## src/pls_pkg.sv

```systemverilog
package pls_pkg;

  // Field widths of the transaction payloads
  localparam int DATA_W    = 32;
  localparam int POS_W     = 8;
  localparam int MODE_W    = 3;
  localparam int STATUS_W  = 2;
  localparam int COUNT_W   = 7;

  // Cell index field width, enough for the largest supported depth
  localparam int IDX_MAX_W = 12;
  localparam int DEPTH_DEF = 64;

  // Fan-in of each level of the removed-value OR tree
  localparam int TREE_FANIN = 8;

  // Operation codes
  localparam logic [MODE_W-1:0] MODE_INS_HEAD = 3'd0;
  localparam logic [MODE_W-1:0] MODE_INS_TAIL = 3'd1;
  localparam logic [MODE_W-1:0] MODE_INS_POS  = 3'd2;
  localparam logic [MODE_W-1:0] MODE_DEL_HEAD = 3'd3;
  localparam logic [MODE_W-1:0] MODE_DEL_TAIL = 3'd4;
  localparam logic [MODE_W-1:0] MODE_DEL_POS  = 3'd5;

  // Status codes
  localparam logic [STATUS_W-1:0] ST_INSERTED    = 2'd0;
  localparam logic [STATUS_W-1:0] ST_REMOVED     = 2'd1;
  localparam logic [STATUS_W-1:0] ST_EMPTY_REFUS = 2'd2;
  localparam logic [STATUS_W-1:0] ST_FULL_REFUS  = 2'd3;

  typedef struct packed {
    logic [MODE_W-1:0]        mode;
    logic [POS_W-1:0]         position;
    logic signed [DATA_W-1:0] value;
  } pls_in_t;

  typedef struct packed {
    logic [STATUS_W-1:0]      status;
    logic signed [DATA_W-1:0] removed_value;
    logic                     position_adjusted;
    logic [COUNT_W-1:0]       entry_count;
  } pls_out_t;

  // Broadcast control from the sequencer to every cell of the row
  typedef struct packed {
    logic                  ins;
    logic                  del;
    logic [IDX_MAX_W-1:0]  idx;
    logic [DATA_W-1:0]     value;
  } pls_ctrl_t;

  // Number of register levels in an OR tree over n leaves
  function automatic int or_tree_levels(input int n);
    int lv;
    int m;
    lv = 1;
    m  = n;
    while (m > TREE_FANIN) begin
      m  = (m + TREE_FANIN - 1) / TREE_FANIN;
      lv = lv + 1;
    end
    return lv;
  endfunction

endpackage

```

## src/pls_or_tree.sv

```systemverilog
module pls_or_tree import pls_pkg::*; #(
  parameter int N = 8,
  parameter int W = DATA_W
) (
  input  logic                clk,
  input  logic [N-1:0][W-1:0] in_i,
  output logic [W-1:0]        out_o
);

  localparam int G = (N + TREE_FANIN - 1) / TREE_FANIN;

  logic [W-1:0]        mid_r   [G];
  logic [W-1:0]        mid_nxt [G];
  logic [G-1:0][W-1:0] mid_p;

  // One registered level: OR each group of up to TREE_FANIN leaves
  for (genvar g = 0; g < G; g++) begin : g_grp
    logic [TREE_FANIN-1:0][W-1:0] part;

    for (genvar k = 0; k < TREE_FANIN; k++) begin : g_leaf
      if (g * TREE_FANIN + k < N) begin : g_used
        assign part[k] = in_i[g * TREE_FANIN + k];
      end else begin : g_pad
        assign part[k] = '0;
      end
    end

    always_comb begin
      mid_nxt[g] = '0;
      for (int k = 0; k < TREE_FANIN; k++) begin
        mid_nxt[g] = mid_nxt[g] | part[k];
      end
    end

    always_ff @(posedge clk) begin
      mid_r[g] <= mid_nxt[g];
    end

    assign mid_p[g] = mid_r[g];
  end

  // Next level, or the root
  if (G == 1) begin : g_root
    assign out_o = mid_p[0];
  end else begin : g_next
    pls_or_tree #(.N(G), .W(W)) u_next (
      .clk  (clk),
      .in_i (mid_p),
      .out_o(out_o)
    );
  end

endmodule

```

## config.mk

```make
export PLATFORM = sky130hd
export DESIGN_NAME = pls_or_tree
export DESIGN_NICKNAME = d
export VERILOG_FILES = /design/src/pls_pkg.sv /design/src/pls_or_tree.sv
export SDC_FILE = /design/constraint.sdc
export NUM_CORES = 1
export LEC_CHECK = 0
export BUFFER_PORTS_ARGS = -buffer_cell sky130_fd_sc_hd__buf_2
export CAP_MARGIN = 40
export CELL_PAD_IN_SITES_DETAIL_PLACEMENT = 2
export CELL_PAD_IN_SITES_GLOBAL_PLACEMENT = 2
export CORE_MARGIN = 2
export CORE_UTILIZATION = 10
export CTS_BUF_LIST = sky130_fd_sc_hd__clkbuf_4 sky130_fd_sc_hd__clkbuf_8
export CTS_CLUSTER_DIAMETER = 40
export DETAILED_ROUTE_END_ITERATION = 12
export HOLD_SLACK_MARGIN = 0.02
export PLACE_DENSITY = 0.95
export SETUP_SLACK_MARGIN = 0.5
export SYNTH_ARGS = -nofsm -noshare
export SYNTH_HDL_FRONTEND = slang
export SYNTH_SLANG_ARGS = --single-unit
```

## constraint.sdc

```tcl
create_clock -name clk -period 1.2 [get_ports clk]
set_clock_uncertainty 0.05 [all_clocks]
set_input_delay 0.12 -clock clk [delete_from_list [all_inputs] [get_ports clk]]
set_output_delay 0.12 -clock clk [all_outputs]
set_load 0.01 [all_outputs]
```

## Word level (Yosys, flattened, before mapping)

Memories as Yosys holds them, arrays and structs flattened.
Index checks and enable logic that the tools add are counted.

| word-level totals | value |
|---|---|
| memories | 1 |
| output and inout bits | 32 |
| word-level logic and storage cells | 8 |
| bits in writable memories | 32 |
| flip-flop bits (word level) | 0 |
| bits of input ports | 257 |

Memory list:

| memory | words | bits a word | rd ports | clocked after memory_dff | wr ports | line | RTL |
|---|---|---|---|---|---|---|---|
| mid_r | 1 | 32 | 1 | 0 | 1 | pls_or_tree.sv:12 | `logic [W-1:0] mid_r [G];` |

| operators by class | value |
|---|---|
| bitwise gates (word level) | 7 |

Operators with widths:

| kind | count |
|---|---|
| 32-bit OR | 7 |

## Depth between registers and ports, before layout

| depth | value |
|---|---|
| depth after elaboration | 7 |
| depth in mapped cells | 2 |
| mapped depth without buffers | 2 |

## Worst setup path before layout

No wires, ideal clock.

| path | value |
|---|---|
| path kind | input-to-reg |
| start | input in_i[32] (netlist bit) |
| end | memory mid_r[0][0] (netlist bit) |
| library setup time | 0.124 ns |
| arrival time | 0.425 ns |
| cell stages on the path | 2 |
| required time | 1.026 ns |
| slack | 0.600 ns |
| path buffers | 0 |
| path through | nor4_1 nand2_1 |

RTL lines:

| element | line | RTL |
|---|---|---|
| from (decl) | pls_or_tree.sv:6 | `input logic [N-1:0][W-1:0] in_i,` |
| to (decl) | pls_or_tree.sv:12 |  |

## Final worst setup path

| path | value |
|---|---|
| start | memory mid_r[0][8] (netlist bit) |
| end | output out_o[8] |

| between the ends | value |
|---|---|
| longest elaborated chain between the ends | 1 |

RTL lines:

| element | line | RTL |
|---|---|---|
| memory read 1 x 32 bit | n/a |  |
| to (decl) | pls_or_tree.sv:7 | `output logic [W-1:0] out_o` |

No other way between the ends.

==> key figures <==
Timing
  – Slew Limit Fails: 0
  – Unrepaired setup endpoints after global routing: yes
  – Final Hold Fails: 29
  – Crit path time final: 0.895 ns
  – Relative slew slack: 68.1%
  – Hold Slack: -0.0344 ns
  – Fmax: 1120 MHz
  – Slew at the pin closest to its max-slew limit: 0.474 ns
  – Tcrit/Tclk final: 74.6%
  – Final setup vio count: 0
  – Setup TNS: 0 ns

Detailed routing
  – Detailed Routing Iterations Pass 1: 4
  – Post-Route WL: 8.94 mm
  – Routed Antenna Nets: 0
  – Vias per cell: 4.04
  – Avg WL per Cell: 15.7 um
  – DRT iter0 DRCs: 23
  – Residual DRC: 0
  – Via Count: 2294

Setup path
  – CP cell instances: buf_2
  – Critical Path AT: 0.73 ns
  – CP delay by family, top: flip-flops
  – Worst endpoint required time: 1.03 ns
  – CP Buf/Inv Count: 1
  – CP Depth: 1
  – Critical Path Start Type: flop
  – Slowest stage cell, crit path: dfxtp_1
  – Largest stage delay on the critical path: 0.31 ns
  – Critical Path End Type: output port
  – Worst setup path startpoint: mid_r[0][8]
  – Crit path capture: out_o[8]
  – Critical path class: reg -> out
  – Crit-path max FO: 1

Finish
  – Finished Core Util: 26.5%
  – Layout Cells excl Fill: 568
  – Final instance area: 3020 um2
  – Biggest register: mid_r
  – Most common cell after layout, fill and taps aside: buf_2
  – Layout cells sized above 1: 74.3%
  – Area Growth Syn to Fin: 160%
  – Most frequent cells in the layout: buf_2, nor4_1, nand2_1
  – Top Registers: mid_r (32)
  – Final Net Count: 680
  – Largest register FFs: 32

Logic synthesis
  – Yosys top cell area share: 55.2%
  – Syn_area_per_cell: 9.07 um2
  – Yosys top cell by area: dfxtp_1
  – Synthesized area: 1160 um2
  – Ranking of synthesized cells by area: dfxtp_1, nor4_1, nand2_1
  – Post-synthesis mux area share: 0%
  – Simple-gate portion of the synthesized area: 44.8%
  – Syn Nets: 385
  – Syn. warnings: 0
  – Flop and latch count out of synthesis: 32
  – Synth Area in XOR/XNOR: 0%
  – Largest family of logic cells by synthesized area: simple AND/OR/NAND/NOR gates
  – Netlist cell types: 3
  – Seq/Total Area, Yosys: 55.2%
  – Post-synthesis adder-cell area fraction: 0%
  – Compound-Gate Fraction of Synth Area: 0%
  – Mapped Cells: 128

Clock tree
  – Reg clk slew, reported paths: 0.07 ns
  – TritonCTS Sinks: 32
  – H-tree depth: 2
  – Total CTS buffers: 5
  – Root buffer cell: clkbuf_8
  – Clk buf depth: 2
  – TritonCTS clock tree: yes

Outcome
  – Status: finished with violations
  – Failing checks: negative hold slack

Floorplan
  – Chip width: 112 um
  – Core box area: 11400 um2
  – Initial core utilization: 10.2%
  – Die area: 12500 um2
  – Site Rows: 39
  – # IOs: 289
  – Chip Height: 112 um

Place
  – DP Area: 2780 um2
  – PortBufs: 288
  – Detail Placement HPWL: 8.41 mm
  – Dpl cells: 559
  – Gpl congestion: 0.805

Global routing
  – Met3 usage: 4.14%
  – Vias in the first global route: 2640
  – Busiest grt layer: met2
  – Met2 Usage GRT: 28.2%
  – Initial antenna violation count: 2
  – Total track usage: 13.5%
  – Global-route wire length before repair: 13.0 mm
  – Met1 usage: 12.7%
  – Largest net degree at the start of global routing: 10
  – Global-route congestion overflow total: 0

Worst hold path
  – Hold Path Class: in -> reg

Power
  – Leak pwr: 0.00148 uW
  – Pwr per Cell Area: 819 nW/um2
  – Pwr Total: 2470 uW
  – Max rail drop VDD: 351 uV

Run
  – MaxCap Viol Count: 0
[metal layers]
metal  up-vias  share of wire [%]
met1      1015                 33
met5         -               0.15
met3        10                9.8
met4         2               0.79
li1       1103                  -
met2       164                 56
[worst min-delay path: stages]
cell and delay, ns:
buf_2 0.07, nor4_1 0.03, nand2_1 0.04
[cell usage after synthesis (all sizes together)]
master,count
nor4,64
dfxtp,32
nand2,32
[layout make-up]
class	instances	area [um2]
Fill cell	1353	8350
Timing Repair Buffer	288	1550
Sequential cell	32	664
Multi-Input combinational cell	96	520
Tap cell	143	179
Clock buffer	8	97.6
Antenna cell	1	2.50
[repair_timing]
item                                    in CTS  in global routing
gates resized for setup                     29                 11
hold endpoints to repair                    32                 32
endpoints found under the setup margin      32                 32
buffers inserted                             0                  0
[logic make-up (layout without fill, tap and decap cells)]
| kind of cell | Yosys count | in the layout |
|---|---|---|
| simple gates | 96 | 96 |
| buf+inv | 0 | 296 |
| flops | 32 | 32 |
| other cells | 0 | 1 |
[where the power goes]
group | switching, uW | total, uW | internal, uW
logic | 169 | 489 | 320
clock network | 403 | 916 | 513
registers | 1.37 | 1070 | 1060
total | 573 | 2470 | 1900
[worst min-delay path by stage]
stage	from	end	depth (start not counted)
after floorplan	in_i[224]	mid_r[0][0]	2
after global placement	in_i[237]	mid_r[0][13]	3
after detailed placement	in_i[234]	mid_r[0][10]	3
after CTS	in_i[234]	mid_r[0][10]	3
after global routing	in_i[179]	mid_r[0][19]	3
final	in_i[234]	mid_r[0][10]	3
[per-stage QoR]
stage                     worst slack (ns)  hold slack, ns
final                                0.305         -0.0344
after global routing                 0.269         -0.0374
after CTS                            0.279         -0.0416
after detailed placement             0.221           0.260
after global placement               0.251           0.250
after floorplan                      0.600           0.161
No activity file was read; power rests on OpenSTA's default activity.
