[src/pls_pkg.sv]
package pls_pkg;

  // Field widths of the transaction payloads
  localparam int DATA_W    = 32;
  localparam int POS_W     = 8;
  localparam int MODE_W    = 3;
  localparam int STATUS_W  = 2;
  localparam int COUNT_W   = 7;

  // Cell index field width, enough for the largest supported depth
  localparam int IDX_MAX_W = 12;
  localparam int DEPTH_DEF = 64;

  // Fan-in of each level of the removed-value OR tree
  localparam int TREE_FANIN = 8;

  // Operation codes
  localparam logic [MODE_W-1:0] MODE_INS_HEAD = 3'd0;
  localparam logic [MODE_W-1:0] MODE_INS_TAIL = 3'd1;
  localparam logic [MODE_W-1:0] MODE_INS_POS  = 3'd2;
  localparam logic [MODE_W-1:0] MODE_DEL_HEAD = 3'd3;
  localparam logic [MODE_W-1:0] MODE_DEL_TAIL = 3'd4;
  localparam logic [MODE_W-1:0] MODE_DEL_POS  = 3'd5;

  // Status codes
  localparam logic [STATUS_W-1:0] ST_INSERTED    = 2'd0;
  localparam logic [STATUS_W-1:0] ST_REMOVED     = 2'd1;
  localparam logic [STATUS_W-1:0] ST_EMPTY_REFUS = 2'd2;
  localparam logic [STATUS_W-1:0] ST_FULL_REFUS  = 2'd3;

  typedef struct packed {
    logic [MODE_W-1:0]        mode;
    logic [POS_W-1:0]         position;
    logic signed [DATA_W-1:0] value;
  } pls_in_t;

  typedef struct packed {
    logic [STATUS_W-1:0]      status;
    logic signed [DATA_W-1:0] removed_value;
    logic                     position_adjusted;
    logic [COUNT_W-1:0]       entry_count;
  } pls_out_t;

  // Broadcast control from the sequencer to every cell of the row
  typedef struct packed {
    logic                  ins;
    logic                  del;
    logic [IDX_MAX_W-1:0]  idx;
    logic [DATA_W-1:0]     value;
  } pls_ctrl_t;

  // Number of register levels in an OR tree over n leaves
  function automatic int or_tree_levels(input int n);
    int lv;
    int m;
    lv = 1;
    m  = n;
    while (m > TREE_FANIN) begin
      m  = (m + TREE_FANIN - 1) / TREE_FANIN;
      lv = lv + 1;
    end
    return lv;
  endfunction

endpackage

[src/pls_cell.sv]
module pls_cell import pls_pkg::*; #(
  parameter int IDX = 0
) (
  input  logic              clk,
  input  pls_ctrl_t         ctrl_i,
  input  logic [DATA_W-1:0] left_i,
  input  logic [DATA_W-1:0] right_i,
  output logic [DATA_W-1:0] data_o,
  output logic [DATA_W-1:0] tap_o
);

  localparam logic [IDX_MAX_W-1:0] MY_IDX = IDX_MAX_W'(IDX);

  logic [DATA_W-1:0] data_r;
  logic [DATA_W-1:0] data_nxt;

  // Insert: cells past the slot take the left neighbor, the slot takes the value.
  // Delete: the slot and everything after it take the right neighbor.
  always_comb begin
    data_nxt = data_r;
    if (ctrl_i.ins) begin
      if (MY_IDX > ctrl_i.idx) begin
        data_nxt = left_i;
      end else if (MY_IDX == ctrl_i.idx) begin
        data_nxt = ctrl_i.value;
      end
    end else if (ctrl_i.del && (MY_IDX >= ctrl_i.idx)) begin
      data_nxt = right_i;
    end
  end

  always_ff @(posedge clk) begin
    data_r <= data_nxt;
  end

  assign data_o = data_r;

  // Old contents of the deleted slot, zero elsewhere
  assign tap_o = (ctrl_i.del && (MY_IDX == ctrl_i.idx)) ? data_r : '0;

endmodule

[config.mk]
export PLATFORM = sky130hd
export DESIGN_NAME = pls_cell
export DESIGN_NICKNAME = d
export VERILOG_FILES = /design/src/pls_pkg.sv /design/src/pls_cell.sv
export SDC_FILE = /design/constraint.sdc
export NUM_CORES = 1
export LEC_CHECK = 0
export ABC_CLOCK_PERIOD_IN_PS = 9680
export BUFFER_PORTS_ARGS = -buffer_cell sky130_fd_sc_hd__buf_2
export CAP_MARGIN = 20
export CORE_ASPECT_RATIO = 1.75
export CORE_MARGIN = 3
export CORE_UTILIZATION = 41
export CTS_CLUSTER_DIAMETER = 150
export DETAILED_ROUTE_END_ITERATION = 8
export GPL_TIMING_DRIVEN = 0
export PLACE_DENSITY = 0.82
export SKIP_CTS_REPAIR_TIMING = 1
export SYNTH_ARGS = -nofsm -noshare
export SYNTH_HDL_FRONTEND = slang
export SYNTH_SLANG_ARGS = --single-unit
[constraint.sdc]
create_clock -name clk -period 9.68 [get_ports clk]
set_input_delay 0.968 -clock clk [delete_from_list [all_inputs] [get_ports clk]]
set_output_delay 0.968 -clock clk [all_outputs]
set_load 0.05 [all_outputs]
# After elaboration in Yosys (flattened, before gate mapping)
# Cells that the tools add are included.
# Widths: inputs -> output; s select.
[classes] add_sub_neg=0 n_div=0 multipliers=0 n_bitwise=0 n_eq_ne=1 n_reduce_logical=5 shift=0 magnitude_cmp=2 muxes=5
[op_table] op="$mux 32" n=5
[op_table] op="$ge 1x12->1 const A" n=1
[op_table] op="$gt 1x12->1 const A" n=1
[op_table] op="$logic_not 12->1" n=1
[op_table] op="$ne 3x1->1 const B" n=1
[op_table] op="$logic_and 1x1->1" n=2
[op_table] op="$reduce_and 2->1" n=1
[op_table] op="$reduce_bool 2->1" n=1
[totals] latchBits=0 out_inout_bits=64 mem_bits_rw=0 mem_bits_ro=0 n_memories=0 regBits=32

# Depth between registers and ports, before layout
# Gate-level depths: netlist of run 1.
[logic_depth] word_depth=4 depth_mapped=4 depth_no_buf=2

# Least setup slack after synthesis of run 1
# Ideal clock, no wire load.
[synth_timing] path_kind="input port to flip-flop" startpoint="input ctrl_i[35] (netlist bit)" endpoint="register data_r[0] (netlist: data_o[0]) (enable)" arrival_time_ps=4835 cell_stages=3 path_buffers=1 setup_time_ps=501 path_slack_ps=4344 required_ps=9179 path_cell_list="or4_4 > buf_6 > nor4_1"
[synth_via] elab_chain_len=4
[synth_rtl] item="start: declaration" line_no="pls_cell.sv:5" rtl="input pls_ctrl_t ctrl_i,"
[synth_rtl] item="$ge 1x12->1" line_no="pls_cell.sv:27" rtl="end else if (ctrl_i.del && (MY_IDX >= ctrl_i.idx)) begin"
[synth_rtl] item="$logic_and 1x1->1" line_no="pls_cell.sv:27"
[synth_rtl] item="$reduce_bool 2->1 (no source line)"
[synth_rtl] item="$reduce_and 2->1 (no source line) (*)"
[synth_rtl] item="end signal: assignment" line_no="pls_cell.sv:33" rtl="data_r <= data_nxt;"
[synth_rtl] item="end: declaration" line_no="pls_cell.sv:14" rtl="logic [DATA_W-1:0] data_r;"
# Mark *: on every way between the ends. The rest lies on a longest branch, timed or not.
# A chain may end at the register's enable or synchronous reset.

# Final worst setup path of run 1
[layout_timing] startpoint="input ctrl_i[37] (netlist bit)" endpoint="output tap_o[2]"
[layout_via] elab_chain_len=3
[layout_rtl] item="$logic_not 12->1" line_no="pls_cell.sv:39" rtl="assign tap_o = (ctrl_i.del && (MY_IDX == ctrl_i.idx)) ? data_r : '0;"
[layout_rtl] item="$logic_and 1x1->1" line_no="pls_cell.sv:39"
[layout_rtl] item="$mux 32" line_no="pls_cell.sv:39"
[layout_rtl] item="end: declaration" line_no="pls_cell.sv:9" rtl="output logic [DATA_W-1:0] tap_o"
# No other way between the ends.

==> out/metrics.cfg, run 1 <==
[grt]
track_usage_pct = 20.1
grt_max_degree = 11
grt_pass1_vias = 1908
gr-total-overflow = 0
grt_pass1_wl_um = 8950
antenna_found_initial = 0

[routing]
vias_per_cell = 5.13
drt-initial-drc-count = 42
drc_errors = 0
vias = 1827
wl_per_cell_um = 15.9
ant_nets = 0
drt_wl_total_um = 5660
dr.pass1.iters = 4

[logic_synthesis]
yosysWarnings = 0
avgSynthCellArea_um2 = 13.2
seq_area_frac_synth_pct = 47.4
synth.distinct_cells = 12
syn_nets = 264
syn-cell-area_um2 = 2030
syn_inst = 153
synth_seq_cells = 32

[power_and_ir_drop]
switching_share_pct = 22.1
p_int_uw = 225
leakagePower_nw = 1.24
p_per_area_nw_per_um2 = 99.3
combPwrFrac_pct = 14.9
power_frac_seq_pct = 53.1
power.switching_uw = 64.1
peakVddDrop_mv = 0.106
p_clk_share_pct = 32.0

[placement]
pre_cts_slack_ns = 6.16
post_dp_cell_area_um2 = 2840
place_congestion = 0.699
hpwl_um = 4650
portBuffers = 140

[setup_path]
path_depth = 6
critical-path-top-delay-family = buffers and inverters
slowest_stage = or4_1
crit_buf_inv = 4
worstSetupPathType = in -> out
cp-start-kind = input pin
worstPathArrival_ns = 2.53
worstSetupEndpointType = output pin
crit_top_cell = buf_2
critical_path.max_stage_delay_ns = 0.50
cp_cell_sequence = buf_2, or4_1, buf_2, buf_2, nor4_2, buf_2
cp-startpoint = ctrl_i[37]
cp-endpoint = tap_o[2]
worstPathRequired_ns = 8.71
crit_fanout = 10

[sta]
post-route-period-util_pct = 36.1
finalCriticalPeriod_ns = 3.50
tightestPinTransition_ns = 0.917
drv_slew = 0
timing.final.ws_setup_ns = 6.18
clock.fmax_mhz = 286
setup_tns_ns = 0
rsz0062_at_grt = false
hold_viol_final = 0
relSlewSlack_pct = 38.4
setup_viol = 0

[layout]
nNetsFinal = 415
n_fill_cell = 419
fin_util_pct = 61.3
area_delta_synth_final_pct = 43.7
multi_input_area_um2 = 911
drive_above_1_share_pct = 74.3
register_area_um2 = 961
final_area_um2 = 2910
diodes = 0
largest_reg_flops = 32

[clock_network]
cts_root_buffer = clkbuf_8
cts_sinks = 32
cts_tree = done
h-tree-depth = 2
cts_buffers = 5
cts_buffer_depth = 2
clk_pin_slew_ns = 0.06

[die]
start_util_pct = 42.7
core_um2 = 4750
rows = 33
die_w_um = 59.2
fp.dieH_um = 99.0
dieArea_um2 = 5860
ios = 175

[hold_path]
hp-class = in -> reg

[outcome]
status = finished clean

[flow_run]
maxCapViolCount = 0

[stage by stage]
stage               power (mW)  std cells  hold WS (ns)
floorplan                0.181        153          1.19
global placement         0.198        345          1.27
detailed placement       0.200        349          1.27
CTS                      0.294        356         0.980
global route             0.304        356         0.991
finish                   0.289        356         0.990
[cell families (layout without fill, tap and decap cells)]
group / count (synthesis) / in the layout / share of synthesized area [%]
simple gates: 69 / 69 / 26.9
mux: 32 / 32 / 17.8
buf+inv: 20 / 171 / 7.96
flops: 32 / 32 / 47.4
[layout make-up]
| class | count | area share (%) |
|---|---|---|
| well taps | 52 | 2.23 |
| repair buffers | 144 | 25.3 |
| clock buffers | 5 | 2.36 |
| flip-flops and latches | 32 | 33.0 |
| multi-input cells | 101 | 31.3 |
| plain buffers | 20 | 5.54 |
| clock inverters | 2 | 0.258 |
[worst min path at each step]
stage	from	end	slack, ns	cells after the start
detailed placement	ctrl_i[6]	data_o[6]	1.27	2
floorplan	right_i[0]	data_o[0]	1.19	1
global placement	ctrl_i[27]	data_o[27]	1.27	2
global route	ctrl_i[19]	data_o[19]	0.99	2
CTS	ctrl_i[2]	data_o[2]	0.98	2
finish	right_i[9]	data_o[9]	0.99	2
[cell usage after synthesis, drive strengths merged]
cell type | count | area share (%)
edfxtp | 32 | 47
mux2 | 32 | 18
or4 | 3 | 1.3
clkbuf | 7 | 1.3
nor2 | 1 | 0.19
buf | 13 | 6.7
nor4 | 33 | 19
nand2 | 32 | 5.9
[power by group through the flow]
stage	logic (mW)	registers, mW	clock network, mW
floorplan	0.0241	0.157	0
detailed placement	0.0435	0.156	0
global route	0.0477	0.153	0.103
finish	0.0431	0.154	0.0926
CTS	0.0437	0.153	0.0969
global placement	0.0414	0.156	0
[metal layers]
| layer | track usage [%] | up-vias | share of wire, % |
|---|---|---|---|
| met2 | 37.4 | 91 | 56 |
| met4 | 6.98 | 0 | 2.0 |
| li1 | - | 878 | - |
| met5 | 0 | - | 0 |
| met3 | 3.80 | 9 | 7.2 |
| met1 | 21.5 | 849 | 34 |
[cells in the final DEF, fill, tap and decap left out]
master and n:
buf_12 3, buf_2 146, buf_4 2, buf_6 6, clkbuf_1 7, clkbuf_8 5
clkinv_1 2, edfxtp_1 32, mux2_2 32, nand2_1 32, nor2_1 1, nor4_1 2
nor4_2 31, or4_1 2, or4_4 1
No activity file was read; power rests on OpenSTA's default activity.
==> inputs of run 2 (changes only) <==
--- a/config.mk
+++ b/config.mk
@@ -5,16 +5,16 @@
 export SDC_FILE = /design/constraint.sdc
 export NUM_CORES = 1
 export LEC_CHECK = 0
-export ABC_CLOCK_PERIOD_IN_PS = 9680
+export ABC_CLOCK_PERIOD_IN_PS = 3300
 export BUFFER_PORTS_ARGS = -buffer_cell sky130_fd_sc_hd__buf_2
 export CAP_MARGIN = 20
 export CORE_ASPECT_RATIO = 1.75
 export CORE_MARGIN = 3
-export CORE_UTILIZATION = 41
+export CORE_UTILIZATION = 38
 export CTS_CLUSTER_DIAMETER = 150
 export DETAILED_ROUTE_END_ITERATION = 8
 export GPL_TIMING_DRIVEN = 0
-export PLACE_DENSITY = 0.82
+export PLACE_DENSITY = 0.76
 export SKIP_CTS_REPAIR_TIMING = 1
 export SYNTH_ARGS = -nofsm -noshare
 export SYNTH_HDL_FRONTEND = slang
==> constraint.sdc (replaced) <==
create_clock -name clk -period 3.3 [get_ports clk]
set_input_delay 0.33 -clock clk [delete_from_list [all_inputs] [get_ports clk]]
set_output_delay 0.33 -clock clk [all_outputs]
set_load 0.05 [all_outputs]
==> run 2 against run 1 <==
  * Non-clock buffer count shrank 2
  * Global-route usage shrank 2.2 points
  * Wire length shrank 2.1%
  * Critical path depth stayed put
  * Utilization shrank 3.7 points
  * Sequential share of layout area barely moved
  * Setup slack got worse by 5.1 ns
  * Cell count grew 0.28%
  * Via count down 1.6%
  * Flip-flop and latch count unchanged
  * Clock power grew to 3.1 times the previous value
  * Total power increased to 3.0 times the previous value
  * Critical path type unchanged
  * Largest cell class unchanged
  * Largest power group unchanged
==> out/metrics.cfg, run 2 (synthesis results as in run 1) <==
[outcome]
status = finished clean

[placement]
post_dp_cell_area_um2 = 2830
hpwl_um = 4540
place_congestion = 0.746
pre_cts_slack_ns = 1.02
portBuffers = 140

[sta]
clock.fmax_mhz = 441
timing.final.ws_setup_ns = 1.03
hold_viol_final = 0
tightestPinTransition_ns = 0.551
post-route-period-util_pct = 68.8
holdWs_ns = 0.348
finalCriticalPeriod_ns = 2.27
rsz0062_at_grt = false
drv_slew = 0
setup_viol = 0
relSlewSlack_pct = 63.2
setup_tns_ns = 0

[layout]
nNetsFinal = 413
n_fill_cell = 438
largest_reg_flops = 32
register_area_um2 = 961
final_common_cell = buf_2
fin_util_pct = 57.6
area_delta_synth_final_pct = 43.9
final_area_um2 = 2920
multi_input_area_um2 = 920
diodes = 0
layout.cells.most_common_list = buf_2 (146), mux2_2 (32), nand2_1 (32), edfxtp_1 (32), nor4_2 (30)
drive_above_1_share_pct = 74.3

[setup_path]
worstSetupPathType = in -> out
worstSetupEndpointType = output pin
critical_path.max_stage_delay_ns = 0.52
worstPathRequired_ns = 2.97
crit_fanout = 10
slowest_stage = or4_1
crit_buf_inv = 4
critical-path-top-delay-family = buffers and inverters
crit_top_cell = buf_2
worstPathArrival_ns = 1.94
cp_cell_sequence = buf_2, or4_1, buf_2, buf_2, nor4_2, buf_2
cp-start-kind = input pin

[die]
ios = 175
fp.dieH_um = 103
dieArea_um2 = 6280
core_um2 = 5060
die_w_um = 61.2
rows = 34
start_util_pct = 40.0

[routing]
wl_per_cell_um = 15.5
vias_per_cell = 5.04
drt-initial-drc-count = 24
vias = 1798
drt_wl_total_um = 5540
ant_nets = 0
drc_errors = 0
dr.pass1.iters = 4

[clock_network]
cts_buffer_depth = 2
cts_sinks = 32
cts_buffers = 5
cts_root_buffer = clkbuf_8
h-tree-depth = 2
cts_tree = done
clk_pin_slew_ns = 0.07

[grt]
grt_pass1_vias = 1740
antenna_found_initial = 0
gr-total-overflow = 0
track_usage_pct = 17.9
grt_max_degree = 17
grt_pass1_wl_um = 8380

[power_and_ir_drop]
peakVddDrop_mv = 0.243
leakagePower_nw = 1.23
p_per_area_nw_per_um2 = 296

[flow_run]
maxCapViolCount = 0

[hold_path]
hp-class = in -> reg

## run 2: changes by cell type in the layout (fill, tap and decap cells not counted)
cell / delta
nor4_4: +1
nor4_2: -1
clkinvlp_4: +1
clkinv_1: -1
buf_4: -2
clkbuf_1: +1
## run 2: area by class of cell
class / instances / share of cell area, %
sequential: 32 / 32.9
multi-input combinational: 101 / 31.5
timing repair buffer: 142 / 24.8
buffer: 20 / 5.53
clock buffer: 6 / 2.49
tap: 54 / 2.32
clock inverter: 2 / 0.386
## run 2: through the flow
| step | power (mW) | instances |
|---|---|---|
| 5_1_grt | 0.905 | 357 |
| 6_report | 0.864 | 357 |
| 3_5_place_dp | 0.587 | 349 |
| 4_1_cts | 0.873 | 357 |
| 2_1_floorplan | 0.531 | 153 |
| 3_3_place_gp | 0.582 | 347 |
## run 2: routing by layer
| layer | vias up | global-route usage [%] | routed length, um |
|---|---|---|---|
| li1 | 874 | - | - |
| met1 | 821 | 21.0 | 2040 |
| met4 | 0 | 7.35 | 120 |
| met5 | - | 0 | 0 |
| met2 | 95 | 31.3 | 3020 |
| met3 | 8 | 2.63 | 360 |
## run 2: path summary, 6_finish.rpt
path / start / to / slack, ns / cells after the start
worst max-delay path: ctrl_i[37] / tap_o[14] / 1.03 / 6
worst min-delay path: right_i[8] / data_o[8] / 0.35 / 2
## run 2: power breakdown
| group | leakage (nW) | total, mW | switching [mW] | internal, mW |
|---|---|---|---|---|
| Sequential | 0.287 | 0.450 | 0.0000502 | 0.450 |
| Clock | 0.0388 | 0.287 | 0.141 | 0.146 |
| Combinational | 0.903 | 0.127 | 0.0554 | 0.0714 |
| Total | 1.23 | 0.864 | 0.196 | 0.667 |
